## src/hw/rtl/pmi_pkg.sv

```systemverilog
// ----------------------------------------------------------------------------
// pmi_pkg
// Shared types, constants and fixed-point helpers for the particle motion
// integrator pipeline.
// ----------------------------------------------------------------------------
package pmi_pkg;

	localparam int DATA_W = 32;
	localparam int AXIS_W = 2;
	localparam int DRAG_W = 17;
	localparam int TS_W   = 21;
	localparam int INV_W  = 31;
	localparam int REP_W  = 4;
	// Wide enough to hold any repeat limit from one to sixteen.
	localparam int REPS_W = 5;
	localparam int ADDR_W = 4;
	localparam int PRDATA_W = 32;
	localparam int WIDE_W = 64;

	localparam int MAX_DRAG_REPEATS_DEF = 8;

	localparam logic [TS_W-1:0]  TS_RESET  = TS_W'(1092);
	localparam logic [INV_W-1:0] INV_RESET = INV_W'(3932160);
	localparam logic [REP_W-1:0] REP_RESET = REP_W'(1);

	localparam logic [AXIS_W-1:0] AXIS_VERTICAL = 2'd1;

	localparam logic [1:0] REG_TIME_STEP    = 2'd0;
	localparam logic [1:0] REG_INVERSE_STEP = 2'd1;
	localparam logic [1:0] REG_DRAG_REPEATS = 2'd2;

	typedef struct packed {
		logic [AXIS_W-1:0]        axis;
		logic signed [DATA_W-1:0] position;
		logic signed [DATA_W-1:0] velocity;
		logic signed [DATA_W-1:0] rotation;
		logic signed [DATA_W-1:0] rotation_rate;
		logic signed [DATA_W-1:0] gravity_accel;
		logic [DRAG_W-1:0]        drag_factor;
	} in_item_t;

	typedef struct packed {
		logic [AXIS_W-1:0]        axis_out;
		logic signed [DATA_W-1:0] new_position;
		logic signed [DATA_W-1:0] new_velocity;
		logic signed [DATA_W-1:0] new_rotation;
	} out_item_t;

	// State of one item as it moves down the pipeline.
	typedef struct packed {
		logic [AXIS_W-1:0]        axis;
		logic signed [DATA_W-1:0] position;
		logic signed [DATA_W-1:0] v0;
		logic signed [DATA_W-1:0] v;
		logic signed [DATA_W-1:0] new_rot;
		logic [DRAG_W-1:0]        drag;
		logic [REPS_W-1:0]        reps;
	} work_t;

	// Arithmetic right shift rounded to nearest, halves away from zero.
	function automatic logic signed [WIDE_W-1:0] round_shift(
		input logic signed [WIDE_W-1:0] p,
		input int unsigned sh
	);
		logic signed [WIDE_W-1:0] bias;
		bias = WIDE_W'(64'sd1 <<< (sh - 1));
		if (p < 0) begin
			bias = bias - WIDE_W'(64'sd1);
		end
		return (p + bias) >>> sh;
	endfunction

	function automatic logic signed [DATA_W-1:0] sat32(input logic signed [WIDE_W-1:0] v);
		logic signed [WIDE_W-1:0] hi;
		logic signed [WIDE_W-1:0] lo;
		hi = WIDE_W'(64'sh0000_0000_7FFF_FFFF);
		lo = -hi - WIDE_W'(64'sd1);
		if (v > hi) begin
			return DATA_W'(hi);
		end else if (v < lo) begin
			return DATA_W'(lo);
		end
		return DATA_W'(v);
	endfunction

endpackage

```

## src/hw/rtl/pmi_drag_stage.sv

```systemverilog
// ----------------------------------------------------------------------------
// pmi_drag_stage
// One drag repeat: multiply velocity by the drag factor, then round and
// saturate. The stage passes velocity through when its repeat is not used.
// ----------------------------------------------------------------------------
module pmi_drag_stage import pmi_pkg::*; #(
	parameter int STAGE_IDX = 0
) (
	input  logic  clk,
	input  logic  arst_n,
	input  logic  en,
	input  logic  in_valid,
	input  work_t in_work,
	output logic  out_valid,
	output work_t out_work
);

	localparam int DPROD_W = DATA_W + DRAG_W + 1;

	logic                      valid_s1;
	work_t                     work_s1;
	logic signed [DPROD_W-1:0] prod_s1;
	logic                      valid_s2;
	work_t                     work_s2;
	logic                      active;
	work_t                     work_next;

	assign active = (work_s1.reps > REPS_W'(STAGE_IDX));

	always_ff @(posedge clk or negedge arst_n) begin
		if (!arst_n) begin
			valid_s1 <= 1'b0;
			valid_s2 <= 1'b0;
		end else if (en) begin
			valid_s1 <= in_valid;
			valid_s2 <= valid_s1;
		end
	end

	always_comb begin
		work_next = work_s1;
		if (active) begin
			work_next.v = sat32(round_shift(WIDE_W'(prod_s1), 16));
		end
	end

	always_ff @(posedge clk) begin
		if (en) begin
			work_s1 <= in_work;
			prod_s1 <= $signed(in_work.v) * $signed({1'b0, in_work.drag});
			work_s2 <= work_next;
		end
	end

	assign out_valid = valid_s2;
	assign out_work  = work_s2;

endmodule

```

## config.mk

```make
export PLATFORM = sky130hd
export DESIGN_NAME = pmi_drag_stage
export DESIGN_NICKNAME = d
export VERILOG_FILES = /design/src/hw/rtl/pmi_pkg.sv /design/src/hw/rtl/pmi_drag_stage.sv
export SDC_FILE = /design/constraint.sdc
export NUM_CORES = 2
export LEC_CHECK = 0
export BUFFER_PORTS_ARGS = -buffer_cell sky130_fd_sc_hd__buf_2
export CAP_MARGIN = 20
export CELL_PAD_IN_SITES_DETAIL_PLACEMENT = 1
export CELL_PAD_IN_SITES_GLOBAL_PLACEMENT = 1
export CORE_MARGIN = 2
export CORE_UTILIZATION = 25
export CTS_BUF_LIST = sky130_fd_sc_hd__clkbuf_16
export DETAILED_ROUTE_END_ITERATION = 7
export GPL_TIMING_DRIVEN = 0
export PLACE_DENSITY_LB_ADDON = 0.12
export SETUP_SLACK_MARGIN = 0.5
export SLEW_MARGIN = 0
export SYNTH_ARGS = -nofsm -noshare
export SYNTH_HDL_FRONTEND = slang
export SYNTH_SLANG_ARGS = --single-unit
```

## constraint.sdc

```tcl
create_clock -name clk -period 5.1 [get_ports clk]
set_clock_uncertainty 0.2 [all_clocks]
set_input_delay 1.02 -clock clk [delete_from_list [all_inputs] [get_ports clk]]
set_output_delay 1.02 -clock clk [all_outputs]
set_load 0.01 [all_outputs]
```

==> out/metrics.cfg <==
[logic_synthesis]
synth_edf_count=354
netlist_area_um2=31390
synthArstFlopShare=0.005618
yosys-top-cells-area=edfxtp_1 34%, fa_1 33%, inv_1 7.9%
synthMuxAreaShare=0.0007174
yosysUniqueCellTypes=64
synth-simple-area-share=0.1183
synth_top_family_by_area=adder cells
synth_xor_area_frac=0.02092
synthFlopType=edfxtp_1
netlist_instances=2760
synth_seq_area_share=0.3402
synth.most_common_cell=inv_1
yosysTopAreaCell=edfxtp_1
ys_ff_latch=356
netlist_top_cells_count=657 x inv_1, 521 x fa_1, 354 x edfxtp_1, 322 x and2_1, 264 x nand2_1
syn_nets=3570
yosysWarnings=0
synthAdderAreaFrac=0.3852
synth_compound_area_frac=0.04284
synth_top_area_frac=0.3386
syn-mean-instance-area_um2=11.37

[global_route]
grt.met3_usage=0.03137
antenna_found_initial=16
met2_usage=0.2837
top_usage_layer=met2
grt_max_degree=114
grt_overflow=0
grt_pass1_vias=23640
met1_usage=0.2323
grt_usage=0.1725
grt_pass1_wl_um=160300

[floorplan]
die_w_um=358.4
io-pin-count=309
die-area_um2=128400
fp.coreArea_um2=125100
rows=130
initial_core_util=0.2510
die_h_um=358.4

[routing]
drt_iter0_markers=1236
postRouteWirelength_um=110900
drtPass1Iterations=5
ant_nets=0
routed_via_density=4.250
drc=0
wire_per_inst_um=22.42
num_vias=21030

[timing]
fin_tns_setup_ns=-56.23
final_max_slew_viol_count=0
hold_viol=0
final.min_clock_period_ns=7.026
rsz0062_at_grt=true
fmax_mhz=142.3
timing.final.ws_setup_ns=-1.926
whs_ns=0.2070
worst-slew-pin-transition_ns=0.6503
period_share=1.378
slew_headroom=0.5665
setup_viol=38

[clocking]
clockBufferDepth=3
clk_pin_slew_ns=0.06
clk_latency_ns=0.62
cts_tree=built
ctsHtreeMaxLevel=2
cts_sinks=356
root_buffer=clkbuf_16
cts-buffers-inserted=45

[status]
violations=negative setup slack
status=complete, but fails checks

[hold_path]
min_delay_path_depth=0
hp-class=reg2reg

[setup_path]
rrSetupSlack_ns=0.71
critical_path.endpoint_type=flop
critPathMaxFanout=5
cp_num_cells=25
crit_type=in2reg
critPathArrivalTime_ns=7.17
critPathTopFamily=adder cells
r2r_cells=14
startpoint_type=input port
slowest_stage=fa_2
crit_top_cell=fa_1
cp.required_ns=5.24
cp_slowest_stage_delay_ns=0.57
crit_buf_inv=8

[placement]
gp_congestion=0.8293
dp_hpwl_um=86550
port_buffers=308
dpl_cell_area_um2=35900

[layout]
utilization=0.3262
layout-drive-gt1-share=0.2688
nets=4071
syn_to_final_growth_pct=29.96
fin_area_um2=40800

[job]
cap_violations=0

-- layer usage --
metal | vias to the layer above | wire length, um
met4 | 2 | 3031
met5 | - | 13
li1 | 9443 | -
met2 | 485 | 51690
met3 | 111 | 5893
met1 | 10990 | 50300
-- layout by cell type (no fill, tap or decap), types with 8 or more instances in the layout --
cell | Yosys | final
and3_1 | 12 | 12
buf_4 | 2 | 86
clkbuf_1 | 93 | 9
a21o_1 | 24 | 24
clkbuf_8 | 0 | 17
nand4_1 | 11 | 11
edfxtp_1 | 354 | 354
clkbuf_4 | 0 | 15
xnor2_1 | 50 | 43
o21a_1 | 39 | 39
nand2_2 | 0 | 13
clkbuf_16 | 0 | 84
nand3_1 | 25 | 17
ha_1 | 133 | 99
buf_12 | 0 | 21
nor2_1 | 46 | 38
buf_6 | 1 | 72
xor2_1 | 25 | 24
and2_4 | 0 | 43
a21oi_2 | 1 | 18
fa_1 | 521 | 490
and2_1 | 322 | 279
inv_2 | 0 | 45
inv_1 | 657 | 623
a21oi_1 | 36 | 13
bufinv_16 | 0 | 8
o21ai_1 | 36 | 33
fa_2 | 0 | 31
buf_8 | 0 | 17
nor3_1 | 15 | 10
ha_4 | 0 | 28
nand2_1 | 264 | 249
buf_2 | 8 | 272
-- worst reg2reg max path, delay by kind of cell, from the launching register on --
kind	cells	cell delay (ns)
buffers and inverters	3	0.64
AND/OR/NAND/NOR	2	0.49
adder cells (fa/ha/maj)	1	0.29
AO/OA/AOI/OAI	8	2.06
flip-flops	1	0.42
-- layout make-up --
type                       count  area [um2]
sequential                   356       10680
fill                       13680       84280
multi-input combinational   1643       19040
inverter                     657        2466
clock buffer                  46        1151
buffer                       104        1562
tap                         1650        2064
timing repair buffer         454        3436
clock inverter                33       389.1
antenna                        5       12.51
-- state kept, by name, indices dropped and copies added, names as in the netlist --
| signal | flops |
|---|---|
| prod_s1 | 50 |
| valid_s1 | 1 |
| work_s1 | 32 |
| out_valid | 1 |
| out_work | 152 |
| work_next | 120 |
-- cell families (layout without fill, tap and decap cells) --
family | after synthesis | count (layout)
compound gates | 194 | 194
xor+xnor | 75 | 75
fa+ha+maj | 654 | 654
buf+inv | 761 | 1294
flops | 356 | 356
mux | 2 | 2
other cells | 0 | 5
simple gates | 718 | 718
-- what timing repair did --
item,4_1_cts,5_1_grt
pin swaps,69,133
cloned,4,2
setup buffers,91,44
endpoints found under the hold margin,2,0
setup endpoints to repair,74,41
resized for setup,348,179
hold buffers,1,0
-- final timing paths --
kind                                 to          start
min in group asynchronous     out_valid         arst_n
max in group asynchronous      valid_s1         arst_n
setup / recovery            prod_s1[42]    in_work[12]
hold reg to reg            out_work[53]  work_next[53]
setup reg to reg           out_work[57]    prod_s1[49]
hold / removal             out_work[53]  work_next[53]
-- through the flow --
step,setup slack [ns],std cells
3_3_place_gp,-3.558,4718
3_5_place_dp,-3.588,4722
2_1_floorplan,-1.834,2760
4_1_cts,-1.947,4897
5_1_grt,-2.071,4944
6_report,-1.926,4948
Power is not shown: default switching activity piles up to over one toggle a cycle in this logic, so the estimate is an artifact.
